**src/bbe_ram.sv**
```systemverilog
// Generic single-write, single-read RAM with registered read data
module bbe_ram #(
  parameter int WIDTH = 32,
  parameter int DEPTH = 64
) (
  input  logic                     clk,
  input  logic                     we,
  input  logic [$clog2(DEPTH)-1:0] waddr,
  input  logic [WIDTH-1:0]         wdata,
  input  logic [$clog2(DEPTH)-1:0] raddr,
  output logic [WIDTH-1:0]         rdata
);

  logic [WIDTH-1:0] mem [DEPTH];
  logic [WIDTH-1:0] rdata_r;

  always_ff @(posedge clk) begin
    if (we) begin
      mem[waddr] <= wdata;
    end
    rdata_r <= mem[raddr];
  end

  assign rdata = rdata_r;

endmodule

```
**config.mk**
```make
export PLATFORM = sky130hd
export DESIGN_NAME = bbe_ram
export DESIGN_NICKNAME = d
export VERILOG_FILES = /design/src/bbe_ram.sv
export SDC_FILE = /design/constraint.sdc
export NUM_CORES = 2
export LEC_CHECK = 0
export CORE_MARGIN = 1.5
export CORE_UTILIZATION = 50
export CTS_BUF_LIST = sky130_fd_sc_hd__clkbuf_8
export DETAILED_ROUTE_END_ITERATION = 12
export DONT_BUFFER_PORTS = 1
export GPL_TIMING_DRIVEN = 1
export PLACE_DENSITY = 0.69
export SYNTH_ARGS = -nofsm -noshare
export SYNTH_HDL_FRONTEND = slang
export SYNTH_SLANG_ARGS = --single-unit
```
**constraint.sdc**
```tcl
create_clock -name clk -period 8.1 [get_ports clk]
set_input_delay 1.62 -clock clk [delete_from_list [all_inputs] [get_ports clk]]
set_output_delay 1.62 -clock clk [all_outputs]
set_load 0.01 [all_outputs]
```
After elaboration in Yosys (flattened, before gate mapping)
Memory sizes are Yosys's and may differ from the RTL's. A register that Yosys moved wholly into a read port is not among the register bits.
Index checks and enable logic that the tools add are counted.
{ "word_totals": {"ff_bits": 0, "mem_bits_rw": 2048, "in_bits": 46, "word_cells": 3, "memories": 1} }
{ "classes": {"mux": 2} }
{ "memory_table": {"columns": ["name", "depth", "width", "rd", "rd_clocked_by_memory_dff", "wr", "line_no", "source"], "rows": [
  ["mem", 64, 32, 1, 1, 1, "14", "logic [WIDTH-1:0] mem [DEPTH];"]
]} }
{ "op_table": {"columns": ["op", "n"], "rows": [
  ["two-way mux 1 bit", 2]
]} }

Depth between registers and ports, before layout
{ "logic_depth": {"word_depth": 2, "depth_mapped": 10, "ltp_nobuf": 5} }

Worst setup path after synthesis
Ideal clock, no wire load.
{ "synth_timing": {"path_type": "input -> register", "startpoint": "input port waddr[3]", "endpoint": "memory mem[48][0], enable pin", "setup_ns": 0.461, "arrival_ns": 4.319, "required_time_ns": 7.639, "path_slack_ns": 3.320, "path_stages": 4, "n_path_buf": 1, "cell_sequence": "clkbuf_1 nor2b_1 nand4b_1 nor3_1"} }
{ "synth_lines": {"columns": ["element", "line_no", "source"], "rows": [
  ["from (decl)", "8", "input logic [$clog2(DEPTH)-1:0] waddr,"],
  ["to (decl)", "14", null]
]} }
No word-level cell before the write port.

==> run_summary.xml <==
<?xml version="1.0" encoding="UTF-8"?>
<metrics>
  <group name="outcome">
    <metric name="run_status" unit="">finished, violations left</metric>
    <metric name="failing_checks" unit="">slew limit</metric>
  </group>
  <group name="final_layout">
    <metric name="synthToLayoutAreaGrowth" unit="%">10.8</metric>
    <metric name="nets" unit="">3602</metric>
    <metric name="post_route_cells_drive_above_1_share" unit="">0.283</metric>
    <metric name="instances_no_fill" unit="">5839</metric>
    <metric name="final_core_utilization" unit="">0.558</metric>
  </group>
  <group name="timing">
    <metric name="worst_slew_margin_rel" unit="">-0.340</metric>
    <metric name="fin_skew" unit="ns">0.0599</metric>
    <metric name="drv_slew" unit="">166</metric>
    <metric name="fin_crit_sh" unit="">0.626</metric>
    <metric name="grt_setup_unrepaired" unit="">no</metric>
    <metric name="layout_setup_ws" unit="ns">3.03</metric>
    <metric name="totalNegativeSetupSlack" unit="ns">0</metric>
    <metric name="fmaxAchievable" unit="MHz">197</metric>
    <metric name="timing.final.hold_violations" unit="">0</metric>
    <metric name="report.final.setup_viol" unit="">0</metric>
    <metric name="worst_pin_slew" unit="ns">2.01</metric>
    <metric name="hold_ws" unit="ns">0.718</metric>
    <metric name="finalCriticalPeriod" unit="ns">5.07</metric>
  </group>
  <group name="pwr">
    <metric name="p_clk_frac" unit="">0.383</metric>
    <metric name="power.ir.vdd_worst" unit="V">0.000182</metric>
    <metric name="power_share_of_the_combinational_group" unit="">0.034</metric>
    <metric name="netSwitchingFraction" unit="">0.209</metric>
    <metric name="pwr-share-seq" unit="">0.582</metric>
    <metric name="power_density" unit="nW/µm²">236</metric>
    <metric name="switching_power" unit="µW">4300</metric>
    <metric name="power_report.internal_total" unit="µW">16300</metric>
    <metric name="leakagePower" unit="µW">0.0272</metric>
  </group>
  <group name="synth">
    <metric name="ys.warnings.count" unit="">0</metric>
    <metric name="netlist_top_cells_area" unit="">edfxtp_1 78%, mux4_2 16%, mux2i_1 1.2%, dfxtp_1 0.82%, o22ai_1 0.67%</metric>
    <metric name="synthDistinctLibCells" unit="">34</metric>
    <metric name="netlist_top_cells_count" unit="">2048 x edfxtp_1, 544 x mux4_2, 137 x nor2_1</metric>
    <metric name="netlist.area_leader.share" unit="">0.783</metric>
    <metric name="syn_area" unit="µm²">78500</metric>
    <metric name="postSynthAreaPerCell" unit="µm²">23.6</metric>
    <metric name="cell_with_the_most_instances_after_synthesis" unit="">edfxtp_1</metric>
    <metric name="post_synth_inst_count" unit="">3324</metric>
    <metric name="net_count_after_synthesis" unit="">3370</metric>
    <metric name="yosys.area.top_type" unit="">edfxtp_1</metric>
    <metric name="synth-main-ff-cell" unit="">edfxtp_1</metric>
    <metric name="ys_seq_area_frac" unit="">0.791</metric>
    <metric name="async_reset_ff_frac" unit="">0</metric>
    <metric name="count_of_flip_flops_with_a_built_in_enable_after_synthesis" unit="">2048</metric>
    <metric name="synth-seq-cells" unit="">2080</metric>
  </group>
  <group name="global_routing">
    <metric name="grt_pass1_wl" unit="µm">271000</metric>
    <metric name="grt_use_total" unit="">0.242</metric>
    <metric name="grt_start_max_net_pins" unit="">514</metric>
    <metric name="grt_overflow" unit="">0</metric>
    <metric name="grt_antenna_before_repair" unit="">5</metric>
    <metric name="grt_pass1_vias" unit="">37400</metric>
  </group>
  <group name="worst_setup_path">
    <metric name="cell_chain_of_the_critical_path" unit="">buf_16 -&gt; buf_16 -&gt; buf_16 -&gt; mux4_2 -&gt; mux2i_1 -&gt; a21oi_1 -&gt; a21oi_1 -&gt; nor2_1</metric>
    <metric name="cp_slowest_stage_delay" unit="ns">0.78</metric>
    <metric name="setup.reg_to_reg.worst_slack" unit="ns">5.87</metric>
    <metric name="cp_data_required_time" unit="ns">8.93</metric>
    <metric name="critical_path.top_delay_family" unit="">buffers and inverters</metric>
    <metric name="timing.critical_path.buf_inv" unit="">3</metric>
    <metric name="setup.worst_path.class" unit="">in -&gt; reg</metric>
    <metric name="critical-path-slowest-cell" unit="">a21oi_1</metric>
    <metric name="path_common_cell" unit="">buf_16</metric>
    <metric name="critPathLaunchType" unit="">primary input</metric>
    <metric name="worst_setup_path_end_kind" unit="">register</metric>
    <metric name="timing.critical_path.arrival" unit="ns">5.90</metric>
    <metric name="critical_path.max_fanout" unit="">169</metric>
  </group>
  <group name="routing">
    <metric name="initial_detailed_routing_violation_count" unit="">5218</metric>
    <metric name="antenna_violating_nets_post_route" unit="">0</metric>
    <metric name="route.vias.total" unit="">37000</metric>
    <metric name="routed_via_density" unit="">6.34</metric>
    <metric name="drc" unit="">0</metric>
    <metric name="drt_wl_total" unit="µm">191000</metric>
    <metric name="drt-pass1-iter-count" unit="">6</metric>
    <metric name="wl_per_cell" unit="µm">32.8</metric>
  </group>
  <group name="die">
    <metric name="placement_rows" unit="">145</metric>
    <metric name="num_io_pins" unit="">78</metric>
    <metric name="die_width" unit="µm">399</metric>
    <metric name="initial_core_util" unit="">0.503</metric>
    <metric name="placeable_core_region" unit="µm²">156000</metric>
    <metric name="floorplan.die.height" unit="µm">399</metric>
    <metric name="floorplan.die_area" unit="µm²">159000</metric>
  </group>
  <group name="place">
    <metric name="io_buffers" unit="">0</metric>
    <metric name="dp.cells" unit="">5273</metric>
    <metric name="dp_slack" unit="ns">4.04</metric>
    <metric name="finalWeightedCongestion" unit="">0.817</metric>
    <metric name="detailed_place_hpwl" unit="µm">92700</metric>
  </group>
  <group name="clocking">
    <metric name="worst_skew_pair.late_latency" unit="ns">1.02</metric>
    <metric name="tritoncts_num_sinks" unit="">2080</metric>
    <metric name="cts-root-buf" unit="">clkbuf_8</metric>
    <metric name="clk_slew_on_worst_s_h_paths" unit="ns">0.06</metric>
    <metric name="cts_tree" unit="">yes</metric>
    <metric name="cts_resized" unit="">0</metric>
    <metric name="post-cts-setup-buffer-count" unit="">0</metric>
    <metric name="cts-buffers-inserted" unit="">335</metric>
    <metric name="cts-hold-fix-buffers" unit="">0</metric>
    <metric name="h-tree-depth" unit="">5</metric>
    <metric name="ctsLongestPathBuffers" unit="">4</metric>
  </group>
  <group name="job">
    <metric name="cap_violations" unit="">0</metric>
  </group>
  <group name="worst_hold_path">
    <metric name="hold_class" unit="">in -&gt; reg</metric>
  </group>
</metrics>
[sequential cells by signal, summed over array words and instances (netlist names)]
register	cells
mem	2048
rdata	32
[area by class of cell]
class / instances / area (µm²)
multi-input cells: 1062 / 16000
flip-flops and latches: 2080 / 62100
clock buffers: 351 / 4830
repair buffers: 77 / 658
clock inverters: 208 / 853
well taps: 2058 / 2570
diodes: 3 / 7.51
fillers: 11300 / 69000
[kinds of logic after synthesis]
logic type | after synthesis | share of synthesized area
simple gates | 223 | 0.0127
flops | 2080 | 0.791
mux | 637 | 0.168
buf+inv | 182 | 0.0113
compound gates | 202 | 0.0167
[path summary, 6_finish.rpt]
path | start | end | cells after the start
worst min-delay path | wdata[0] | mem[49][0] | 0
worst max register to register | mem[38][27] | rdata[27] | 5
worst min register to register | mem[28][8] | rdata[8] | 4
worst max-delay path | raddr[0] | rdata[27] | 8
[metal layers]
metal / vias up / share of wire / wire length [µm] / track usage
li1: 14700 / - / - / -
met1: 19900 / 0.39 / 74300 / 0.343
met2: 2041 / 0.48 / 91600 / 0.379
met3: 333 / 0.11 / 20800 / 0.0598
met4: 0 / 0.024 / 4510 / 0.0689
met5: - / 0 / 0 / 0
[worst register-to-register path, cell delays in order, from the launching register on]
cell and delay [ns]:
edfxtp_1 0.38, mux4_2 0.49, o221ai_1 0.18, a21oi_1 0.13, a21oi_1 0.78, nor2_1 0.10
[cells in the final DEF (no fill, tap or decap), drive strengths merged, types with 27 or more instances in the layout]
master,instances
a21oi,62
nor2,137
o22ai,84
inv,127
mux2i,93
edfxtp,2048
mux4,544
dfxtp,32
buf,77
o221ai,27
clkbuf,351
clkinv,78
[power groups by stage]
stage               combinational [µW]  clock [µW]  sequential [µW]
CTS                                611        8010            12000
global placement                   605           0            12200
finish                             705        7890            12000
global route                       734        8460            12000
detailed placement                 609           0            12200
floorplan                          579           0            12200
[through the flow]
| stage | cell area, µm² | power (µW) |
|---|---|---|
| after floorplan | 78500 | 12800 |
| after global placement | 81200 | 12800 |
| after CTS | 86900 | 20600 |
| after global routing | 87000 | 21200 |
| final | 87000 | 20600 |
| after detailed placement | 81200 | 12800 |
No activity file was read; power rests on OpenSTA's default activity.
