`src/bbe_pkg.sv`:
```
// Types and fixed constants of the B-spline basis evaluator
package bbe_pkg;

  localparam int KNOT_W     = 32;          // signed Q16.16 knots and samples
  localparam int DEN_W      = KNOT_W + 1;  // span of two knots
  localparam int KIDX_W     = 6;           // knot_index field
  localparam int BIDX_W     = 6;           // basis_index field
  localparam int DEG_REG_W  = 3;
  localparam int CNT_REG_W  = 7;
  localparam int CFG_DATA_W = 7;
  localparam int CFG_IDX_W  = 1;

  localparam logic [DEG_REG_W-1:0] DEG_RST = 3'd3;
  localparam logic [CNT_REG_W-1:0] CNT_RST = 7'd8;

  // configuration register indexes
  localparam logic [CFG_IDX_W-1:0] CFG_DEGREE = 1'b0;
  localparam logic [CFG_IDX_W-1:0] CFG_KNOTS  = 1'b1;

  // request kinds
  localparam logic KIND_LOAD = 1'b0;
  localparam logic KIND_EVAL = 1'b1;

  typedef enum logic [4:0] {
    S_IDLE, S_CHK, S_RD_T0, S_RD_TN, S_DECIDE, S_SRCH, S_SETUP,
    S_L0A, S_L0B, S_F0, S_F1, S_F2, S_F3, S_F4, S_DIV1, S_DIV2,
    S_MUL1, S_MUL2, S_SUM, S_DROP, S_EMIT, S_SINGLE
  } state_t;

  // which knot register takes the read data
  typedef enum logic [2:0] {
    CAP_NONE, CAP_T0, CAP_TN, CAP_KA, CAP_KB, CAP_KC, CAP_KD
  } cap_t;

  // source of an emitted basis value
  typedef enum logic [1:0] {
    VSEL_ZERO, VSEL_ONE, VSEL_Q
  } vsel_t;

  typedef struct packed {
    logic              ld_x;
    cap_t              cap;
    logic              div_start;
    logic              div_sel;
    logic              cap_s1;
    logic              cap_s2;
    logic              mul1;
    logic              mul2;
    logic              q_lvl0;
    logic              q_push;
    logic              q_shift;
    logic              out_load;
    vsel_t             val_sel;
    logic [BIDX_W-1:0] out_idx;
    logic              out_last;
    logic              out_oor;
  } cmd_t;

  typedef struct packed {
    logic lt_t0;
    logic gt_tn;
    logic eq_t0;
    logic eq_tn;
    logic rd_gt_x;
    logic div_busy;
    logic out_free;
  } sts_t;

endpackage

```
`src/bbe_div.sv`:
```
// Restoring divider for ramp coefficients: quotient num/den with num <= den
module bbe_div #(
  parameter int FRAC_BITS = 16
) (
  input  logic                      clk,
  input  logic                      rst_n,
  input  logic                      start,
  input  logic [bbe_pkg::DEN_W-1:0] num,
  input  logic [bbe_pkg::DEN_W-1:0] den,
  output logic                      busy,
  output logic [FRAC_BITS:0]        quo
);

  localparam int DW   = bbe_pkg::DEN_W;
  localparam int CNTW = $clog2(FRAC_BITS + 2);

  logic [DW:0]        rem_r;
  logic [DW-1:0]      den_r;
  logic [FRAC_BITS:0] quo_r;
  logic [CNTW-1:0]    cnt_r;
  logic               busy_r;
  logic               ge;
  logic [DW:0]        rem_sub;

  // one quotient bit a cycle, integer bit first
  assign ge      = rem_r >= {1'b0, den_r};
  assign rem_sub = ge ? (rem_r - {1'b0, den_r}) : rem_r;

  always_ff @(posedge clk) begin
    if (!rst_n) begin
      busy_r <= 1'b0;
      cnt_r  <= '0;
    end else if (start) begin
      busy_r <= 1'b1;
      cnt_r  <= CNTW'(FRAC_BITS + 1);
    end else if (busy_r) begin
      cnt_r <= cnt_r - CNTW'(1);
      if (cnt_r == CNTW'(1)) begin
        busy_r <= 1'b0;
      end
    end
  end

  always_ff @(posedge clk) begin
    if (start) begin
      rem_r <= {1'b0, num};
      den_r <= den;
      quo_r <= '0;
    end else if (busy_r) begin
      rem_r <= {rem_sub[DW-1:0], 1'b0};
      quo_r <= {quo_r[FRAC_BITS-1:0], ge};
    end
  end

  assign busy = busy_r;
  assign quo  = quo_r;

endmodule

```
`src/bbe_dp.sv`:
```
// Datapath: knot registers, ramp divider, level multipliers, value queue, output register
module bbe_dp #(
  parameter int MAX_DEGREE = 7,
  parameter int FRAC_BITS  = 16
) (
  input  logic                               clk,
  input  logic                               rst_n,
  input  bbe_pkg::cmd_t                      cmd,
  input  logic [$clog2(2*MAX_DEGREE+1)-1:0]  q_pos,
  input  logic signed [bbe_pkg::KNOT_W-1:0]  sample_x,
  input  logic [bbe_pkg::KNOT_W-1:0]         rd_data,
  input  logic                               out_ready,
  output bbe_pkg::sts_t                      sts,
  output logic                               out_valid,
  output logic [bbe_pkg::BIDX_W-1:0]         out_basis_index,
  output logic [FRAC_BITS:0]                 out_basis_value,
  output logic                               out_last,
  output logic                               out_oor
);

  localparam int VW = FRAC_BITS + 1;
  localparam int NQ = 2 * MAX_DEGREE + 1;
  localparam int KW = bbe_pkg::KNOT_W;
  localparam int DW = bbe_pkg::DEN_W;
  localparam logic [VW-1:0] ONE = VW'(1) << FRAC_BITS;

  logic signed [KW-1:0] x_r, t0_r, tn_r, ka_r, kb_r, kc_r, kd_r;
  logic signed [KW-1:0] rd_s, lo, hi;
  logic [VW-1:0]        s1_r, s2_r, s2c, quo, lvl0_v, new_v, out_v;
  logic [2*VW-1:0]      p1_r, p2_r;
  logic [2*VW:0]        psum, pshift;
  logic [VW-1:0]        q_r [NQ];
  logic [VW-1:0]        q_nxt [NQ];
  logic                 ramp_ok, div_busy;
  logic [DW-1:0]        d_num, d_den;
  logic                 out_valid_r;
  logic [bbe_pkg::BIDX_W-1:0] oidx_r;
  logic [VW-1:0]        oval_r;
  logic                 olast_r, ooor_r;

  assign rd_s = $signed(rd_data);

  // sample and knot capture
  always_ff @(posedge clk) begin
    if (cmd.ld_x) begin
      x_r <= sample_x;
    end
    case (cmd.cap)
      bbe_pkg::CAP_T0: t0_r <= rd_s;
      bbe_pkg::CAP_TN: tn_r <= rd_s;
      bbe_pkg::CAP_KA: ka_r <= rd_s;
      bbe_pkg::CAP_KB: kb_r <= rd_s;
      bbe_pkg::CAP_KC: kc_r <= rd_s;
      bbe_pkg::CAP_KD: kd_r <= rd_s;
      default: ;
    endcase
  end

  // ramp (x - lo) / (hi - lo), forced to zero outside lo..hi or on an empty interval
  assign lo      = cmd.div_sel ? kc_r : ka_r;
  assign hi      = cmd.div_sel ? kd_r : kb_r;
  assign ramp_ok = (lo < hi) && (lo <= x_r) && (x_r <= hi);
  assign d_num   = ramp_ok ? (DW'({x_r[KW-1], x_r}) - DW'({lo[KW-1], lo})) : '0;
  assign d_den   = ramp_ok ? (DW'({hi[KW-1], hi}) - DW'({lo[KW-1], lo})) : DW'(1);

  bbe_div #(.FRAC_BITS(FRAC_BITS)) u_div (
    .clk   (clk),
    .rst_n (rst_n),
    .start (cmd.div_start),
    .num   (d_num),
    .den   (d_den),
    .busy  (div_busy),
    .quo   (quo)
  );

  // coefficient capture and the two products of one level step
  assign s2c = ONE - s2_r;

  always_ff @(posedge clk) begin
    if (cmd.cap_s1) begin
      s1_r <= quo;
    end
    if (cmd.cap_s2) begin
      s2_r <= quo;
    end
    if (cmd.mul1) begin
      p1_r <= s1_r * q_r[0];
    end
    if (cmd.mul2) begin
      p2_r <= s2c * q_r[1];
    end
  end

  // truncate and saturate at 1.0
  assign psum   = {1'b0, p1_r} + {1'b0, p2_r};
  assign pshift = psum >> FRAC_BITS;
  assign new_v  = (pshift > (2*VW+1)'(ONE)) ? ONE : VW'(pshift);

  // level-0 indicator of the half-open interval
  assign lvl0_v = ((ka_r <= x_r) && (x_r < rd_s)) ? ONE : '0;

  // value queue: oldest entries at the head, new level values appended at the tail
  always_comb begin
    for (int i = 0; i < NQ; i++) begin
      q_nxt[i] = q_r[i];
    end
    if (cmd.q_push || cmd.q_shift) begin
      for (int i = 0; i < NQ - 1; i++) begin
        q_nxt[i] = q_r[i+1];
      end
    end
    if (cmd.q_push) begin
      q_nxt[q_pos] = new_v;
    end
    if (cmd.q_lvl0) begin
      q_nxt[q_pos] = lvl0_v;
    end
  end

  always_ff @(posedge clk) begin
    for (int i = 0; i < NQ; i++) begin
      q_r[i] <= q_nxt[i];
    end
  end

  // result register
  always_comb begin
    case (cmd.val_sel)
      bbe_pkg::VSEL_ONE: out_v = ONE;
      bbe_pkg::VSEL_Q:   out_v = q_r[0];
      default:           out_v = '0;
    endcase
  end

  always_ff @(posedge clk) begin
    if (!rst_n) begin
      out_valid_r <= 1'b0;
    end else if (cmd.out_load) begin
      out_valid_r <= 1'b1;
    end else if (out_ready) begin
      out_valid_r <= 1'b0;
    end
  end

  always_ff @(posedge clk) begin
    if (cmd.out_load) begin
      oidx_r  <= cmd.out_idx;
      oval_r  <= out_v;
      olast_r <= cmd.out_last;
      ooor_r  <= cmd.out_oor;
    end
  end

  assign out_valid       = out_valid_r;
  assign out_basis_index = oidx_r;
  assign out_basis_value = oval_r;
  assign out_last        = olast_r;
  assign out_oor         = ooor_r;

  // status to the controller
  assign sts.lt_t0    = x_r < t0_r;
  assign sts.gt_tn    = x_r > tn_r;
  assign sts.eq_t0    = x_r == t0_r;
  assign sts.eq_tn    = x_r == tn_r;
  assign sts.rd_gt_x  = rd_s > x_r;
  assign sts.div_busy = div_busy;
  assign sts.out_free = !out_valid_r || out_ready;

endmodule

```
`config.mk`:
```
export PLATFORM = sky130hd
export DESIGN_NAME = bbe_dp
export DESIGN_NICKNAME = d
export VERILOG_FILES = /design/src/bbe_pkg.sv /design/src/bbe_div.sv /design/src/bbe_dp.sv
export SDC_FILE = /design/constraint.sdc
export NUM_CORES = 2
export LEC_CHECK = 0
export ABC_AREA = 1
export BUFFER_PORTS_ARGS = -buffer_cell sky130_fd_sc_hd__buf_2
export CORE_MARGIN = 5
export CORE_UTILIZATION = 40
export CTS_CLUSTER_SIZE = 40
export DETAILED_ROUTE_END_ITERATION = 12
export GPL_TIMING_DRIVEN = 0
export PLACE_DENSITY = 0.52
export SLEW_MARGIN = 40
export SYNTH_ARGS = -nofsm -noshare
export SYNTH_HDL_FRONTEND = slang
export SYNTH_HIERARCHICAL = 1
export SYNTH_SLANG_ARGS = --single-unit
```
`constraint.sdc`:
```
create_clock -name clk -period 8.55 [get_ports clk]
set_clock_uncertainty 0.2 [all_clocks]
set_input_delay 0.4275 -clock clk [delete_from_list [all_inputs] [get_ports clk]]
set_output_delay 0.4275 -clock clk [all_outputs]
set_load 0.02 [all_outputs]
```
== Yosys cells after proc, flatten, opt, wreduce, memory -nomap -nowiden ==
Memories as Yosys holds them, arrays and structs flattened.
Cells that the tools add are included.
Widths: inputs -> output; s select.

* Add/sub/neg operators: 6
* $mul: 2
* $lt $le $gt $ge: 12
* Eq/ne operators: 11
* Multiplexer cells: 23
* Bitwise logic cells: 2
* Reductions and logical operators: 10

{| class="wikitable"
|+ Operators by type and width
! cell !! number
|-
| $bwmux 255 || 2
|-
| $mux 255 || 2
|-
| $mux 238 || 1
|-
| $mux 33 || 4
|-
| $le 32x32->1 || 3
|-
| $lt 32x32->1 || 3
|-
| $demux 17 s4 || 1
|-
| $mul 17x17->34 || 2
|-
| $sub 32x32->33 || 2
|-
| $eq 32x32->1 || 2
|-
| $gt 32x32->1 || 2
|-
| $mux 32 || 2
|-
| $mux 17 || 3
|-
| $add 34x34->35 || 1
|-
| $ge 34x33->1 || 1
|-
| $pmux 17 s2 || 1
|-
| $sub 33x33->33 || 1
|-
| $gt 19x17->1 const B || 1
|-
| $sub 17x17->17 const A || 1
|-
| $mux 5 || 2
|-
| $eq 3x3->1 const B || 3
|-
| $eq 3x2->1 const B || 2
|-
| $eq 5x1->1 const B || 1
|-
| $ge 5x5->1 const B || 1
|-
| 13 further kinds || 22
|}

* Flip-flop bits (word level): 442
* RAM bits: 255
* Input port bits: 95
* Output and inout bits: 33
* Memories kept: 1

{| class="wikitable"
|+ Memories
! name !! words !! bits a word !! rd ports !! clocked after Yosys merged registers in !! write ports !! RTL line !! text
|-
| q_r || 15 || 17 || 15 || 0 || 15 || bbe_dp.sv:32 || <nowiki>logic [VW-1:0] q_r [NQ];</nowiki>
|}

== Logic depth before layout (Yosys ltp) ==
* Word-level depth: 9
* Mapped depth: 36
* Depth with buffers taken out: 34

== By module ==
Netlist, hierarchy kept.

{| class="wikitable"
|+ By module, submodules not included
! module !! instances !! cells each !! area each (µm²) !! sequential area each (µm²)
|-
| bbe_dp || 1 || 6,489 || 52,962.0 || 15,665.0
|-
| bbe_div || 1 || 939 || 6,507.5 || 2,462.4
|}

== Least setup slack after synthesis ==
OpenSTA, ideal clock, no wires.

* Path type: register to register
* From: register s2_r[0]
* To: register p2_r[29], data pin
* Library setup time: 0.259 ns
* Arrival: 6.951 ns
* Data required time: 8.091 ns
* Slack: 1.140 ns
* Cell stages (with the launch flop): 37
* Path buffers: 3
* Clock period less this slack: 7.410 ns
* Path through: edfxtp_1 buf_2 buf_1 inv_1 ha_1 nand3_1 or2_2 nor2_1 nand2_1 nor2_1 nand2_1 nor2_1 nand2_1 nand2_1 clkbuf_1 nor2_1 fa_1 inv_1 fa_1 fa_1 fa_1 inv_1 fa_1 inv_1 fa_1 inv_1 ha_1 nand2_1 nand2_1 a31oi_1 nand2_1 a31oi_1 o21ai_0 a31oi_1 o21ai_0 nand2_1 nand2_1

* Cells in the longest elaborated chain, start to end: 2

{| class="wikitable"
|+ RTL lines
! item !! RTL line !! text
|-
| start, declared || bbe_dp.sv:29 || <nowiki>logic [VW-1:0] s1_r, s2_r, s2c, quo, lvl0_v, new_v, out_v;</nowiki>
|-
| start signal, assigned || bbe_dp.sv:84 || <nowiki>s2_r <= quo;</nowiki>
|-
| $sub 17x17->17 || bbe_dp.sv:77 || <nowiki>assign s2c = ONE - s2_r;</nowiki>
|-
| $mul 17x17->34 || bbe_dp.sv:90 || <nowiki>p2_r <= s2c * q_r[1];</nowiki>
|-
| end signal, assigned || bbe_dp.sv:90 ||
|-
| end, declared || bbe_dp.sv:30 || <nowiki>logic [2*VW-1:0] p1_r, p2_r;</nowiki>
|}

Every way passes these cells.
A chain may end at the register's enable or synchronous reset.

== Final worst setup path ==
* From: register s2_r[0]
* To: register p2_r[25], data pin

The elaborated chain is that of the path after synthesis.

==> flow_results.xml <==
<?xml version="1.0" encoding="UTF-8"?>
<metrics>
  <group name="route">
    <metric name="route.vias.total" unit="">49200</metric>
    <metric name="drt_drc" unit="">0</metric>
    <metric name="wl_per_cell" unit="um">18.5</metric>
    <metric name="detail_route.iter0.violations" unit="">3243</metric>
    <metric name="detail_route.wirelength" unit="um">181000</metric>
    <metric name="route.detailed.vias_per_inst" unit="">5.05</metric>
    <metric name="detail_route_antenna_nets" unit="">0</metric>
    <metric name="drt_pass1_iterations" unit="">5</metric>
  </group>
  <group name="clocking">
    <metric name="max_buffers_root_to_sink" unit="">3</metric>
    <metric name="clock_latency_on_the_worst_skew_pair" unit="ps">710</metric>
    <metric name="cts.clk_slew.worst_paths" unit="ps">60</metric>
    <metric name="cts_inserted_buffers" unit="">82</metric>
    <metric name="h-tree-depth" unit="">3</metric>
    <metric name="number_of_sinks_handled_by_clock_tree_synthesis" unit="">697</metric>
    <metric name="clock-root-buffer" unit="">sky130_fd_sc_hd__clkbuf_16</metric>
    <metric name="cts_tree" unit="">built</metric>
  </group>
  <group name="logic_synthesis">
    <metric name="synth_enable_flop_cells" unit="">417</metric>
    <metric name="yosysWarnings" unit="">6</metric>
    <metric name="syn_inst" unit="">7428</metric>
    <metric name="yosys_register_bits" unit="">697</metric>
    <metric name="postSynthAreaPerCell" unit="um2">8.01</metric>
    <metric name="synth_cell_types" unit="">63</metric>
    <metric name="synthMostInstantiatedCell" unit="">sky130_fd_sc_hd__nand2_1</metric>
    <metric name="yosysTopAreaCellShare" unit="%">21.1</metric>
    <metric name="syn_area" unit="um2">59500</metric>
    <metric name="synth_nets" unit="">8485</metric>
    <metric name="synth-async-reset-ratio" unit="%">0</metric>
    <metric name="synth-seq-area-share" unit="%">30.5</metric>
    <metric name="synth_ff_type" unit="">sky130_fd_sc_hd__edfxtp_1</metric>
    <metric name="synth.largest_area_cell" unit="">sky130_fd_sc_hd__edfxtp_1</metric>
    <metric name="netlist_top_cells_count" unit="">sky130_fd_sc_hd__nand2_1, sky130_fd_sc_hd__inv_1, sky130_fd_sc_hd__nor2_1, sky130_fd_sc_hd__ha_1, sky130_fd_sc_hd__fa_1</metric>
    <metric name="largest_cells_by_area_after_synthesis" unit="">sky130_fd_sc_hd__edfxtp_1, sky130_fd_sc_hd__fa_1, sky130_fd_sc_hd__nand2_1</metric>
  </group>
  <group name="final_layout">
    <metric name="n_fill_cell" unit="">15000</metric>
    <metric name="area.growth.synth_to_final" unit="%">11.8</metric>
    <metric name="final_net_count" unit="">8810</metric>
    <metric name="layout_cell_share_with_drive_strength_beyond_1" unit="%">6.41</metric>
  </group>
  <group name="global_routing">
    <metric name="grt_start_max_net_pins" unit="">35</metric>
    <metric name="grt_first_pass_wirelength" unit="um">279000</metric>
    <metric name="globalRouteTotalUtil" unit="%">22.8</metric>
    <metric name="first_global_vias" unit="">49300</metric>
    <metric name="grt_remaining_overflow" unit="">0</metric>
    <metric name="grt_antenna_before_repair" unit="">6</metric>
  </group>
  <group name="worst_setup_path">
    <metric name="critPathMostFrequentCell" unit="">sky130_fd_sc_hd__fa_1</metric>
    <metric name="timing.critical_path.arrival" unit="ps">8260</metric>
    <metric name="crit_buf_inv" unit="">8</metric>
    <metric name="timing_worst_setup_path_type" unit="">reg -&gt; reg</metric>
    <metric name="timing.reg2reg.setup_slack" unit="ps">520</metric>
    <metric name="critPathCaptureType" unit="">flop</metric>
    <metric name="path_max_fanout" unit="">19</metric>
    <metric name="timing.rr.start" unit="">s2_r[0]</metric>
    <metric name="cp_data_required_time" unit="ps">8780</metric>
    <metric name="cp_slowest_stage_delay" unit="ps">540</metric>
    <metric name="worst_r2r_path_depth" unit="">32</metric>
    <metric name="timing.critical_path.from_type" unit="">flop</metric>
    <metric name="critical_path.reg2reg.endpoint" unit="">p2_r[25]</metric>
    <metric name="worst_path_dominant_cell_family" unit="">adder cells</metric>
    <metric name="cp_slowest_cell" unit="">sky130_fd_sc_hd__fa_1</metric>
  </group>
  <group name="place">
    <metric name="io_buffer_count" unit="">126</metric>
    <metric name="hpwl" unit="um">147000</metric>
    <metric name="place_ws" unit="ps">-768</metric>
    <metric name="routability_congestion" unit="">0.900</metric>
  </group>
  <group name="min_path">
    <metric name="whs_endpoint" unit="">x_r[9]</metric>
    <metric name="holdCritPathClass" unit="">in -&gt; reg</metric>
    <metric name="timing.hold.worst.start" unit="">cmd[23]</metric>
    <metric name="holdPathStages" unit="">1</metric>
  </group>
  <group name="timing">
    <metric name="layout_min_cycle_time" unit="ps">8030</metric>
    <metric name="rsz0062_at_grt" unit="">false</metric>
    <metric name="finalSetupViolations" unit="">0</metric>
    <metric name="fin_ws" unit="ps">520</metric>
    <metric name="hold_violations" unit="">0</metric>
    <metric name="final-max-slew-violation-count" unit="">0</metric>
    <metric name="tightestPinTransition" unit="ps">934</metric>
    <metric name="slew-limit-headroom" unit="%">37.7</metric>
    <metric name="achievable_clock_frequency" unit="MHz">125</metric>
    <metric name="share_of_the_cycle_needed_by_the_critical_path_after_routing" unit="%">93.9</metric>
  </group>
  <group name="die">
    <metric name="floorplan.die_area" unit="um2">156000</metric>
    <metric name="die-width" unit="um">396</metric>
    <metric name="initial_cell_density_of_the_core" unit="%">40.2</metric>
    <metric name="placeableCoreArea" unit="um2">148000</metric>
    <metric name="pin_count" unit="">128</metric>
    <metric name="floorplan.die.height" unit="um">396</metric>
    <metric name="floorplan.rows" unit="">141</metric>
  </group>
  <group name="flow_run">
    <metric name="max_cap_viol_count" unit="">0</metric>
  </group>
  <group name="status">
    <metric name="run_status" unit="">finished clean</metric>
  </group>
</metrics>
how the worst max path moves through the flow:
stage / startpoint / to / slack (ps) / depth (start not counted)
2_1_floorplan: s2_r[0] / p2_r[29] / 1140 / 36
3_3_place_gp: s2_r[0] / p2_r[29] / -770 / 35
3_5_place_dp: s2_r[0] / p2_r[29] / -770 / 35
4_1_cts: s2_r[0] / p2_r[29] / 9 / 33
5_1_grt: s2_r[0] / p2_r[29] / 10 / 34
6_report: s2_r[0] / p2_r[25] / 520 / 32
placed cells by master (no fill, tap or decap), types with 154 or more instances in the layout:
cell type                     n
sky130_fd_sc_hd__ha_1       511
sky130_fd_sc_hd__a21oi_1    389
sky130_fd_sc_hd__buf_2      158
sky130_fd_sc_hd__nor2_1     589
sky130_fd_sc_hd__edfxtp_1   417
sky130_fd_sc_hd__fa_1       451
sky130_fd_sc_hd__dfxtp_1    280
sky130_fd_sc_hd__o21ai_0    307
sky130_fd_sc_hd__nand2_1   1877
sky130_fd_sc_hd__clkbuf_1   217
sky130_fd_sc_hd__inv_1     1416
sky130_fd_sc_hd__nand3_1    154
layer usage:
layer / GRT usage [%] / vias to the layer above / share of wire [%]
met1: 29.0 / 23700 / 43
met3: 2.64 / 277 / 4.4
met2: 40.2 / 1141 / 49
li1: - / 24100 / -
met4: 7.63 / 2 / 3.6
met5: 0 / - / 0.0044
flip-flops by register name, indices dropped and copies added (netlist names), 33 cells and up:
name	count
p1_r	34
p2_r	34
q_r	255
u_div/den_r	33
u_div/rem_r	34
cells by family (layout without fill, tap and decap cells):
logic type,count (synthesis),count (layout),share of synthesized area (%)
buffers and inverters,1711,2103,11.1
AOI/OAI and AO/OA,1062,1062,10.7
other,0,3,0
xor gates and xnor gates,139,139,2.05
DFF,697,697,30.5
and+or+nand+nor,2826,2826,19.3
muxes,31,31,0.522
adders and majority gates,962,962,25.9
timing repair:
action	in CTS	in global routing
endpoints found under the setup margin	17	15
hold buffers	85	1
endpoints found under the hold margin	295	5
resized for setup	5	12
setup buffers	0	1
stage by stage:
stage	hold WS [ps]	utilization, %	TNS, ps	instances	instance area, um2
2_1_floorplan	226	-	0	7428	59500
3_3_place_gp	249	42.3	-5860	9484	62500
3_5_place_dp	252	42.5	-5940	9513	62800
4_1_cts	5.14	45.0	0	9747	66500
5_1_grt	33.2	45.0	0	9751	66500
6_report	59.8	45.0	0	9753	66500
final cells by class:
type | count | area, um2 | area share, %
Clock inverter | 40 | 529 | 0.796
Buffer | 276 | 1220 | 1.83
Antenna cell | 3 | 7.51 | 0.0113
Tap cell | 1930 | 2410 | 3.63
Timing Repair Buffer | 243 | 1720 | 2.59
Sequential cell | 697 | 18100 | 27.3
Clock buffer | 111 | 2280 | 3.43
Inverter | 1433 | 5390 | 8.10
Multi-Input combinational cell | 5020 | 34800 | 52.4
Power is not shown: default switching activity piles up to over one toggle a cycle in this logic, so the estimate is an artifact.
