===== config.mk =====
export PLATFORM = sky130hd
export DESIGN_NAME = bbe_ctrl
export DESIGN_NICKNAME = d
export VERILOG_FILES = /design/src/bbe_pkg.sv /design/src/bbe_ctrl.sv
export SDC_FILE = /design/constraint.sdc
export NUM_CORES = 1
export LEC_CHECK = 0
export ABC_CLOCK_PERIOD_IN_PS = 11800
export BUFFER_PORTS_ARGS = -buffer_cell sky130_fd_sc_hd__buf_2
export CAP_MARGIN = 30
export CORE_MARGIN = 8
export CORE_UTILIZATION = 65
export DETAILED_ROUTE_END_ITERATION = 10
export GPL_TIMING_DRIVEN = 0
export MAX_ROUTING_LAYER = met4
export PLACE_DENSITY = 0.87
export SLEW_MARGIN = 25
export SYNTH_ARGS = -nofsm -noshare
export SYNTH_HDL_FRONTEND = slang
export SYNTH_SLANG_ARGS = --single-unit
export TNS_END_PERCENT = 10

===== constraint.sdc =====
create_clock -name clk -period 11.8 [get_ports clk]
set_input_delay 1.18 -clock clk [delete_from_list [all_inputs] [get_ports clk]]
set_output_delay 1.18 -clock clk [all_outputs]
set_load 0.01 [all_outputs]

===== src/bbe_pkg.sv =====
// Types and fixed constants of the B-spline basis evaluator
package bbe_pkg;

  localparam int KNOT_W     = 32;          // signed Q16.16 knots and samples
  localparam int DEN_W      = KNOT_W + 1;  // span of two knots
  localparam int KIDX_W     = 6;           // knot_index field
  localparam int BIDX_W     = 6;           // basis_index field
  localparam int DEG_REG_W  = 3;
  localparam int CNT_REG_W  = 7;
  localparam int CFG_DATA_W = 7;
  localparam int CFG_IDX_W  = 1;

  localparam logic [DEG_REG_W-1:0] DEG_RST = 3'd3;
  localparam logic [CNT_REG_W-1:0] CNT_RST = 7'd8;

  // configuration register indexes
  localparam logic [CFG_IDX_W-1:0] CFG_DEGREE = 1'b0;
  localparam logic [CFG_IDX_W-1:0] CFG_KNOTS  = 1'b1;

  // request kinds
  localparam logic KIND_LOAD = 1'b0;
  localparam logic KIND_EVAL = 1'b1;

  typedef enum logic [4:0] {
    S_IDLE, S_CHK, S_RD_T0, S_RD_TN, S_DECIDE, S_SRCH, S_SETUP,
    S_L0A, S_L0B, S_F0, S_F1, S_F2, S_F3, S_F4, S_DIV1, S_DIV2,
    S_MUL1, S_MUL2, S_SUM, S_DROP, S_EMIT, S_SINGLE
  } state_t;

  // which knot register takes the read data
  typedef enum logic [2:0] {
    CAP_NONE, CAP_T0, CAP_TN, CAP_KA, CAP_KB, CAP_KC, CAP_KD
  } cap_t;

  // source of an emitted basis value
  typedef enum logic [1:0] {
    VSEL_ZERO, VSEL_ONE, VSEL_Q
  } vsel_t;

  typedef struct packed {
    logic              ld_x;
    cap_t              cap;
    logic              div_start;
    logic              div_sel;
    logic              cap_s1;
    logic              cap_s2;
    logic              mul1;
    logic              mul2;
    logic              q_lvl0;
    logic              q_push;
    logic              q_shift;
    logic              out_load;
    vsel_t             val_sel;
    logic [BIDX_W-1:0] out_idx;
    logic              out_last;
    logic              out_oor;
  } cmd_t;

  typedef struct packed {
    logic lt_t0;
    logic gt_tn;
    logic eq_t0;
    logic eq_tn;
    logic rd_gt_x;
    logic div_busy;
    logic out_free;
  } sts_t;

endpackage


===== src/bbe_ctrl.sv =====
// Controller: configuration registers, span search and Cox-de Boor sequencing
module bbe_ctrl #(
  parameter int MAX_KNOTS  = 64,
  parameter int MAX_DEGREE = 7
) (
  input  logic                                 clk,
  input  logic                                 rst_n,
  input  logic                                 cfg_we,
  input  logic [bbe_pkg::CFG_IDX_W-1:0]        cfg_index,
  input  logic [bbe_pkg::CFG_DATA_W-1:0]       cfg_data,
  input  logic                                 in_valid,
  input  logic                                 in_kind,
  input  logic [bbe_pkg::KIDX_W-1:0]           in_knot_index,
  output logic                                 in_ready,
  output logic                                 ram_we,
  output logic [$clog2(MAX_KNOTS)-1:0]         ram_raddr,
  output logic [$clog2(2*MAX_DEGREE+1)-1:0]    q_pos,
  output bbe_pkg::cmd_t                        cmd,
  input  bbe_pkg::sts_t                        sts
);

  localparam int KW = $clog2(MAX_KNOTS);
  localparam int IW = $clog2(MAX_KNOTS + 1);
  localparam int DW = $clog2(MAX_DEGREE + 1);
  localparam int CW = $clog2(2 * MAX_DEGREE + 2);
  localparam int QW = $clog2(2 * MAX_DEGREE + 1);
  localparam int BW = bbe_pkg::BIDX_W;

  bbe_pkg::state_t state_r, state_nxt;

  logic [bbe_pkg::DEG_REG_W-1:0] deg_r;
  logic [bbe_pkg::CNT_REG_W-1:0] kcnt_r;
  logic [IW-1:0] n_r, n_nxt, n_c;
  logic [DW-1:0] p_r, p_nxt, p_c;
  logic [IW-1:0] j_r, j_nxt, first_r, first_nxt, last_r, last_nxt;
  logic [DW-1:0] k_r, k_nxt;
  logic [CW-1:0] cnt_r, cnt_nxt;
  bbe_pkg::vsel_t sg_sel_r, sg_sel_nxt;
  logic [BW-1:0]  sg_idx_r, sg_idx_nxt;
  logic           sg_oor_r, sg_oor_nxt;

  logic          acc, eval_acc, too_few, oor, step_more, l0_done, emit_last;
  logic [IW-1:0] base, rd_idx, nbm1, u, last_c, first_c, emit_pos;

  // configuration writes
  always_ff @(posedge clk) begin
    if (!rst_n) begin
      deg_r  <= bbe_pkg::DEG_RST;
      kcnt_r <= bbe_pkg::CNT_RST;
    end else if (cfg_we) begin
      case (cfg_index)
        bbe_pkg::CFG_DEGREE: deg_r  <= cfg_data[bbe_pkg::DEG_REG_W-1:0];
        bbe_pkg::CFG_KNOTS:  kcnt_r <= cfg_data[bbe_pkg::CNT_REG_W-1:0];
        default: ;
      endcase
    end
  end

  // clamped knot count and degree
  always_comb begin
    if (32'(kcnt_r) < 4) begin
      n_c = IW'(4);
    end else if (32'(kcnt_r) > MAX_KNOTS) begin
      n_c = IW'(MAX_KNOTS);
    end else begin
      n_c = IW'(kcnt_r);
    end
    if (32'(deg_r) < 1) begin
      p_c = DW'(1);
    end else if (32'(deg_r) > MAX_DEGREE) begin
      p_c = DW'(MAX_DEGREE);
    end else begin
      p_c = DW'(deg_r);
    end
  end

  assign acc       = in_valid && in_ready;
  assign eval_acc  = acc && (in_kind == bbe_pkg::KIND_EVAL);
  assign too_few   = 32'(n_r) < (32'(p_r) + 32'd2);
  assign oor       = sts.lt_t0 || sts.gt_tn;
  assign nbm1      = n_r - IW'(p_r) - IW'(2);
  assign base      = first_r + j_r;
  assign emit_pos  = base;
  assign emit_last = emit_pos == last_r;
  assign step_more = (32'(j_r) + 32'(k_r) + 32'd1) < 32'(cnt_r);
  assign l0_done   = (32'(j_r) + 32'd1) == 32'(cnt_r);

  // span u and the run of supported indexes
  assign u       = j_r - IW'(1);
  assign last_c  = (u < nbm1) ? u : nbm1;
  assign first_c = (32'(last_c) >= 32'(p_r)) ? (last_c - IW'(p_r)) : '0;

  always_ff @(posedge clk) begin
    if (!rst_n) begin
      state_r <= bbe_pkg::S_IDLE;
    end else begin
      state_r <= state_nxt;
    end
  end

  always_ff @(posedge clk) begin
    n_r      <= n_nxt;
    p_r      <= p_nxt;
    j_r      <= j_nxt;
    k_r      <= k_nxt;
    first_r  <= first_nxt;
    last_r   <= last_nxt;
    cnt_r    <= cnt_nxt;
    sg_sel_r <= sg_sel_nxt;
    sg_idx_r <= sg_idx_nxt;
    sg_oor_r <= sg_oor_nxt;
  end

  // next state
  always_comb begin
    state_nxt = state_r;
    case (state_r)
      bbe_pkg::S_IDLE:   if (eval_acc) state_nxt = bbe_pkg::S_CHK;
      bbe_pkg::S_CHK:    state_nxt = too_few ? bbe_pkg::S_SINGLE : bbe_pkg::S_RD_T0;
      bbe_pkg::S_RD_T0:  state_nxt = bbe_pkg::S_RD_TN;
      bbe_pkg::S_RD_TN:  state_nxt = bbe_pkg::S_DECIDE;
      bbe_pkg::S_DECIDE: begin
        if (oor || sts.eq_t0 || sts.eq_tn) begin
          state_nxt = bbe_pkg::S_SINGLE;
        end else begin
          state_nxt = bbe_pkg::S_SRCH;
        end
      end
      bbe_pkg::S_SRCH:   if (sts.rd_gt_x) state_nxt = bbe_pkg::S_SETUP;
      bbe_pkg::S_SETUP:  state_nxt = bbe_pkg::S_L0A;
      bbe_pkg::S_L0A:    state_nxt = bbe_pkg::S_L0B;
      bbe_pkg::S_L0B:    state_nxt = l0_done ? bbe_pkg::S_F0 : bbe_pkg::S_L0A;
      bbe_pkg::S_F0:     state_nxt = bbe_pkg::S_F1;
      bbe_pkg::S_F1:     state_nxt = bbe_pkg::S_F2;
      bbe_pkg::S_F2:     state_nxt = bbe_pkg::S_F3;
      bbe_pkg::S_F3:     state_nxt = bbe_pkg::S_F4;
      bbe_pkg::S_F4:     state_nxt = bbe_pkg::S_DIV1;
      bbe_pkg::S_DIV1:   if (!sts.div_busy) state_nxt = bbe_pkg::S_DIV2;
      bbe_pkg::S_DIV2:   if (!sts.div_busy) state_nxt = bbe_pkg::S_MUL1;
      bbe_pkg::S_MUL1:   state_nxt = bbe_pkg::S_MUL2;
      bbe_pkg::S_MUL2:   state_nxt = bbe_pkg::S_SUM;
      bbe_pkg::S_SUM:    state_nxt = step_more ? bbe_pkg::S_F0 : bbe_pkg::S_DROP;
      bbe_pkg::S_DROP:   state_nxt = (k_r == p_r) ? bbe_pkg::S_EMIT : bbe_pkg::S_F0;
      bbe_pkg::S_EMIT:   if (sts.out_free && emit_last) state_nxt = bbe_pkg::S_IDLE;
      bbe_pkg::S_SINGLE: if (sts.out_free) state_nxt = bbe_pkg::S_IDLE;
      default:           state_nxt = bbe_pkg::S_IDLE;
    endcase
  end

  // outputs: handshake, knot reads and datapath commands
  always_comb begin
    cmd       = '0;
    in_ready  = 1'b0;
    ram_we    = 1'b0;
    rd_idx    = '0;
    q_pos     = '0;
    case (state_r)
      bbe_pkg::S_IDLE: begin
        in_ready = 1'b1;
        ram_we   = acc && (in_kind == bbe_pkg::KIND_LOAD) &&
                   (32'(in_knot_index) < MAX_KNOTS);
        cmd.ld_x = eval_acc;
      end
      bbe_pkg::S_CHK:    rd_idx = '0;
      bbe_pkg::S_RD_T0: begin
        cmd.cap = bbe_pkg::CAP_T0;
        rd_idx  = n_r - IW'(1);
      end
      bbe_pkg::S_RD_TN:  cmd.cap = bbe_pkg::CAP_TN;
      bbe_pkg::S_DECIDE: rd_idx = IW'(1);
      bbe_pkg::S_SRCH:   rd_idx = j_r + IW'(1);
      bbe_pkg::S_SETUP:  rd_idx = first_r;
      bbe_pkg::S_L0A: begin
        cmd.cap = bbe_pkg::CAP_KA;
        rd_idx  = base + IW'(1);
      end
      bbe_pkg::S_L0B: begin
        cmd.q_lvl0 = 1'b1;
        q_pos      = QW'(j_r);
        rd_idx     = base + IW'(1);
      end
      bbe_pkg::S_F0:     rd_idx = base;
      bbe_pkg::S_F1: begin
        cmd.cap = bbe_pkg::CAP_KA;
        rd_idx  = base + IW'(k_r);
      end
      bbe_pkg::S_F2: begin
        cmd.cap = bbe_pkg::CAP_KB;
        rd_idx  = base + IW'(1);
      end
      bbe_pkg::S_F3: begin
        cmd.cap = bbe_pkg::CAP_KC;
        rd_idx  = base + IW'(k_r) + IW'(1);
      end
      bbe_pkg::S_F4: begin
        cmd.cap       = bbe_pkg::CAP_KD;
        cmd.div_start = 1'b1;
      end
      bbe_pkg::S_DIV1: begin
        cmd.div_sel = 1'b1;
        if (!sts.div_busy) begin
          cmd.cap_s1    = 1'b1;
          cmd.div_start = 1'b1;
        end
      end
      bbe_pkg::S_DIV2:   cmd.cap_s2 = !sts.div_busy;
      bbe_pkg::S_MUL1:   cmd.mul1 = 1'b1;
      bbe_pkg::S_MUL2:   cmd.mul2 = 1'b1;
      bbe_pkg::S_SUM: begin
        cmd.q_push = 1'b1;
        q_pos      = QW'(cnt_r - CW'(k_r));
      end
      bbe_pkg::S_DROP:   cmd.q_shift = 1'b1;
      bbe_pkg::S_EMIT: begin
        cmd.val_sel  = bbe_pkg::VSEL_Q;
        cmd.out_idx  = BW'(emit_pos);
        cmd.out_last = emit_last;
        cmd.out_load = sts.out_free;
        cmd.q_shift  = sts.out_free;
      end
      bbe_pkg::S_SINGLE: begin
        cmd.val_sel  = sg_sel_r;
        cmd.out_idx  = sg_idx_r;
        cmd.out_last = 1'b1;
        cmd.out_oor  = sg_oor_r;
        cmd.out_load = sts.out_free;
      end
      default: ;
    endcase
  end

  assign ram_raddr = rd_idx[KW-1:0];

  // sequencing counters
  always_comb begin
    n_nxt      = n_r;
    p_nxt      = p_r;
    j_nxt      = j_r;
    k_nxt      = k_r;
    first_nxt  = first_r;
    last_nxt   = last_r;
    cnt_nxt    = cnt_r;
    sg_sel_nxt = sg_sel_r;
    sg_idx_nxt = sg_idx_r;
    sg_oor_nxt = sg_oor_r;
    case (state_r)
      bbe_pkg::S_IDLE: begin
        if (eval_acc) begin
          n_nxt = n_c;
          p_nxt = p_c;
        end
      end
      bbe_pkg::S_CHK: begin
        sg_sel_nxt = bbe_pkg::VSEL_ZERO;
        sg_idx_nxt = '0;
        sg_oor_nxt = 1'b1;
      end
      bbe_pkg::S_DECIDE: begin
        j_nxt = IW'(1);
        if (oor) begin
          sg_sel_nxt = bbe_pkg::VSEL_ZERO;
          sg_idx_nxt = '0;
          sg_oor_nxt = 1'b1;
        end else if (sts.eq_t0) begin
          sg_sel_nxt = bbe_pkg::VSEL_ONE;
          sg_idx_nxt = '0;
          sg_oor_nxt = 1'b0;
        end else begin
          sg_sel_nxt = bbe_pkg::VSEL_ONE;
          sg_idx_nxt = BW'(nbm1);
          sg_oor_nxt = 1'b0;
        end
      end
      bbe_pkg::S_SRCH: begin
        if (sts.rd_gt_x) begin
          last_nxt  = last_c;
          first_nxt = first_c;
        end else begin
          j_nxt = j_r + IW'(1);
        end
      end
      bbe_pkg::S_SETUP: begin
        cnt_nxt = CW'(last_r - first_r + IW'(p_r) + IW'(1));
        j_nxt   = '0;
      end
      bbe_pkg::S_L0B: begin
        if (l0_done) begin
          j_nxt = '0;
          k_nxt = DW'(1);
        end else begin
          j_nxt = j_r + IW'(1);
        end
      end
      bbe_pkg::S_SUM:    j_nxt = step_more ? (j_r + IW'(1)) : '0;
      bbe_pkg::S_DROP:   k_nxt = k_r + DW'(1);
      bbe_pkg::S_EMIT:   if (sts.out_free) j_nxt = j_r + IW'(1);
      default: ;
    endcase
  end

endmodule


# Word-level counts from Yosys, hierarchy flattened
# Cells that the tools add are included.
[totals] wordCells=142 output_inout_bits=36 in_bits=26 reg_bits=62
[op_classes] bitwise=2 reduce_logical=22 addsub=19 eq_ne=33 n_mux=45 order_cmp=7
[ops] cell="$pmux 5 s22" n=1
[ops] cell="$mux 5" n=10
[ops] cell="$pmux 6 s8" n=1
[ops] cell="$mux 7" n=6
[ops] cell="$pmux 7 s6" n=1
[ops] cell="$eq 5x4->1 const B" n=8
[ops] cell="$eq 5x5->1 const B" n=6
[ops] cell="$eq 5x3->1 const B" n=4
[ops] cell="$pmux 10 s2" n=1
[ops] cell="$ne 2x2->1 const B" n=9
[ops] cell="$pmux 3 s6" n=1
[ops] cell="$sub 7x3->7" n=2
[ops] cell="$add 6x1->6 const B" n=2
[ops] cell="$mux 1" n=12
[ops] cell="$mux 6" n=2
[ops] cell="$pmux 6 s2" n=1
[ops] cell="$eq 5x2->1 const B" n=2
[ops] cell="$reduce_and 2->1" n=5
[ops] cell="$add 8x1->9 const B" n=1
[ops] cell="$lt 9x4->1" n=1
[ops] cell="$add 7x1->8 const B" n=1
[ops] cell="$add 7x3->8" n=1
[ops] cell="$eq 8x4->1" n=1
[ops] cell="$pmux 4 s2" n=1
[ops] cell="38 further kinds" n=48

# Logic depth before layout (Yosys ltp)
[logic_depth] word_depth=6 depth_mapped=23 ltp_nobuf=22

# Worst setup path before layout
# Ideal clock, no wire load.
[synth_timing] path_kind="flip-flop to flip-flop" from="register p_r[1]" to="register first_r[6], data pin" arrival_ns=4.533 slack_ns=7.005 t_required_ns=11.538 setup_time_ns=0.262 path_stages_with_launch=21 cell_sequence="edfxtp_1 -> ha_1 -> inv_1 -> ha_1 -> inv_1 -> fa_1 -> nor2b_1 -> nor3_1 -> xnor2_1 -> ha_1 -> a21oi_1 -> o21ai_1 -> a21oi_1 -> clkbuf_1 -> mux2_2 -> ha_1 -> fa_1 -> inv_1 -> a21oi_1 -> nand3_1 -> mux2_1"
[synth_via] elab_chain_cells=5
[synth_lines] item="start, declared" line_no="bbe_ctrl.sv:34" source="logic [DW-1:0] p_r, p_nxt, p_c;"
[synth_lines] item="start signal, assigned" line_no="bbe_ctrl.sv:103" source="p_r <= p_nxt;"
[synth_lines] item="$sub 7x3->7" line_no="bbe_ctrl.sv:81" source="assign nbm1 = n_r - IW'(p_r) - IW'(2);"
[synth_lines] item="$sub 7x2->7" line_no="bbe_ctrl.sv:81"
[synth_lines] item="$lt 7x7->1" line_no="bbe_ctrl.sv:90" source="assign last_c = (u < nbm1) ? u : nbm1;"
[synth_lines] item="$mux 7" line_no="bbe_ctrl.sv:90"
[synth_lines] item="$sub 7x3->7 or $ge 7x3->1 (tied branches)" line_no="bbe_ctrl.sv:91" source="assign first_c = (32'(last_c) >= 32'(p_r)) ? (last_c - IW'(p_r)) : '0;"
[synth_lines] item="end signal, assigned" line_no="bbe_ctrl.sv:106" source="first_r <= first_nxt;"
[synth_lines] item="end, declared" line_no="bbe_ctrl.sv:35" source="logic [IW-1:0] j_r, j_nxt, first_r, first_nxt, last_r, last_nxt;"
# Parallel ways exist; a longest one is shown, timed or not.
# A chain may end at the register's enable or synchronous reset.

# Worst setup path after layout
[layout_timing] from="register n_r[2]" to="register first_r[2], data pin"
[layout_via] elab_chain_cells=5
[layout_lines] item="start, declared" line_no="bbe_ctrl.sv:33" source="logic [IW-1:0] n_r, n_nxt, n_c;"
[layout_lines] item="start signal, assigned" line_no="bbe_ctrl.sv:102" source="n_r <= n_nxt;"
[layout_lines] item="$sub 7x3->7 (*)" line_no="bbe_ctrl.sv:81"
[layout_lines] item="$sub 7x2->7 (*)" line_no="bbe_ctrl.sv:81"
[layout_lines] item="$lt 7x7->1 (*)" line_no="bbe_ctrl.sv:90"
[layout_lines] item="$mux 7 (*)" line_no="bbe_ctrl.sv:90"
[layout_lines] item="via last_c[1]" line_no="bbe_ctrl.sv:43" source="logic [IW-1:0] base, rd_idx, nbm1, u, last_c, first_c, emit_pos;"
[layout_lines] item="$sub 7x3->7 or $ge 7x3->1 (tied branches)" line_no="bbe_ctrl.sv:91"
# Mark *: on every way through the listed nets, which the timed path passes. The rest lies on a longest branch.

==> flow_summary.toml <==
[floorplan]
rows = 33
die-area_um2 = 11600
dieHeight_um = 108
initial_core_util = 0.667
core_um2 = 8220
die_w_um = 108
io_pins = 62

[worst_setup_path]
critPathMaxFanout = 10
worst_setup_path_end_kind = "flip-flop"
worstReg2RegEnd = "first_r[2]$_SDFFCE_PN0P_"
crit_type = "flip-flop to flip-flop"
cp.arrival_ps = 5720
cp-start-kind = "flip-flop"
rr_worst_depth = 22
worstPathRequired_ps = 11900
rr_startpoint = "n_r[2]$_SDFFCE_PP1P_"
r2r_slack_ps = 6180

[synth]
netlist_instances = 642
synth-seq-area-share = 0.307
syn_area_um2 = 5480
avgSynthCellArea_um2 = 8.54
ys_async_sr_fraction = 0
synthesis.nets = 724
synth_edf_count = 46
yosys_warnings = 0
synth_ff_type = "edfxtp_1"
netlist-cell-type-count = 65
ys_ff_latch = 61

[pwr]
ir_drop_v = 0.000253
p_per_area_nw_per_um2 = 283
p_leak_nw = 2.66

[clock_network]
cts.sinks = 61
cts_setup_buffers = 0
numCtsBuffers = 9
clock_latency_ps = 370
htreeDepth = 3
cts_resized = 0
root_buffer = "clkbuf_8"
clockBufferDepth = 2
clk_pin_slew_ps = 90
cts_tree = "built"
cts_hold_buf = 0

[min_path]
min_to = "kcnt_r[5]$_SDFFE_PN0P_"
min_from = "kcnt_r[5]$_SDFFE_PN0P_"
hold_class = "flip-flop to flip-flop"
hold_path_depth = 2

[outcome]
outcome = "finished, final reports clean"

[sta]
finalCriticalPeriod_ps = 5620
setup-tns-final_ps = 0
setup_viol = 0
fin_crit_sh = 0.476
rsz0062_at_grt = "no"
max_freq_mhz = 178
final-max-slew-violation-count = 0
hold_viol = 0
tightest_slew_ps = 944
slew_headroom = 0.368
fin_skew_ps = 11.1

[global_route]
grt.total_usage = 0.304
grt_antenna_before_repair = 0
overflow = 0
grt_max_degree = 16
grt_pass1_wl_um = 26800
grt_pass1_vias = 5264

[route]
drc = 0
routed-via-count = 5225
first_pass_iters = 5
wire_per_inst_um = 20.4
drtAntennaViolNets = 0
drt_iter0_drc = 367
totalWireLength_um = 16700
viasPerCell = 6.40

[final_layout]
layout-drive-gt1-share = 0.114
final_cell_mix = "66 x nor2_1, 58 x inv_1, 54 x buf_2, 53 x nand2_1, 47 x ha_1"
design_area_um2 = 6120
syn2layout_area_growth_pct = 11.6
antenna_cells = 0
fin_nets = 789
final_common_cell = "nor2_1"

[place]
placed_cell_area_um2 = 5890
port_buffers = 53
dp_hpwl_um = 12800
gp_congestion = 0.999

[flow_run]
max_cap_violations = 0
==> cells in the mapped netlist (all sizes together), types with 8 or more instances <==
cell | count | area, µm²
nor2 | 66 | 248
and3 | 8 | 50.1
nand2b | 13 | 81.3
inv | 58 | 218
ha | 47 | 588
fa | 9 | 180
nor2b | 13 | 81.3
clkbuf | 21 | 78.8
xor2 | 14 | 123
a21boi | 9 | 67.6
mux2i | 15 | 150
dfxtp | 15 | 300
xnor2 | 44 | 385
mux2 | 8 | 90.1
a21oi | 34 | 174
nand3 | 22 | 110
a21o | 8 | 60.1
o21ai | 30 | 150
nor3 | 21 | 105
edfxtp | 46 | 1380
nand2 | 53 | 199
==> state kept, by name, summed over array words and instances, names as in the netlist <==
signal and count:
deg_r 3, state_r 5, sg_sel_r 1, sg_idx_r 6, k_r 3, last_r 7
kcnt_r 7, p_r 3, first_r 7, sg_oor_r 1, n_r 7, j_r 7
cnt_r 4
==> power by group <==
part	switching, W	internal (W)
sequential	0.0000475	0.000310
clock	0.000101	0.000122
combinational	0.000708	0.000444
total	0.000856	0.000877
==> worst max path at each step <==
stage,start,endpoint,slack [ps],cells past startpoint
after floorplan,p_r[1]$_SDFFCE_PN0P_,first_r[6]$_SDFFCE_PN0P_,7000,20
after global placement,p_r[1]$_SDFFCE_PN0P_,first_r[6]$_SDFFCE_PN0P_,6620,20
after detailed placement,p_r[1]$_SDFFCE_PN0P_,first_r[6]$_SDFFCE_PN0P_,6360,20
after CTS,n_r[2]$_SDFFCE_PP1P_,first_r[2]$_SDFFCE_PN0P_,6280,22
after global routing,n_r[2]$_SDFFCE_PP1P_,first_r[2]$_SDFFCE_PN0P_,5670,22
final,n_r[2]$_SDFFCE_PP1P_,first_r[2]$_SDFFCE_PN0P_,6180,22
==> logic make-up after synthesis <==
kind of cell | Yosys count | share of synthesized area
compound gates | 129 | 0.152
xor+xnor | 59 | 0.0967
fa+ha+maj | 56 | 0.140
buf+inv | 83 | 0.0570
flops | 61 | 0.307
mux | 23 | 0.0438
simple gates | 231 | 0.204
==> worst max-delay path, cell delays in order, from the launching register on <==
cell      delay (ps)
edfxtp_1         490
inv_1             90
ha_1             340
inv_1             70
ha_1             290
a21o_1           170
a21oi_1          220
xnor2_1          300
ha_1             360
a21o_1           180
a21oi_1          180
o21ai_1           90
a21oi_1          440
clkbuf_1         450
nor2_1            90
a21o_1           210
ha_1             290
nor2b_1          140
o21ai_0          160
nand2b_1         150
nor2_1           200
a21boi_1         350
nor2_1           100
==> final cells by class <==
cell class,instances,area [µm²]
clock inverters,7,104
fillers,616,2100
repair buffers,54,277
well taps,105,131
clock buffers,9,124
multi-input cells,498,3490
flip-flops and latches,61,1680
plain buffers,25,95.1
inverters,58,218
==> metal layers <==
metal	vias up	share of wire	wire [µm]	global-route usage
li1	2389	-	-	-
met1	2495	0.40	6660	0.356
met2	288	0.48	8030	0.493
met3	53	0.082	1370	0.0563
met4	0	0.036	597	0.149
met5	-	0	0	-
==> through the flow <==
stage / std cells / total power [W] / hold WS, ps / worst slack (ps) / util
after detailed placement: 801 / 0.00147 / 476 / 6360 / 0.717
after global placement: 800 / 0.00141 / 449 / 6620 / 0.716
final: 817 / 0.00173 / 490 / 6180 / 0.745
after global routing: 817 / 0.00185 / 505 / 5670 / 0.745
after CTS: 817 / 0.00170 / 490 / 6280 / 0.745
after floorplan: 642 / 0.00117 / 439 / 7000 / -
Power figures use the tool's default switching activity.
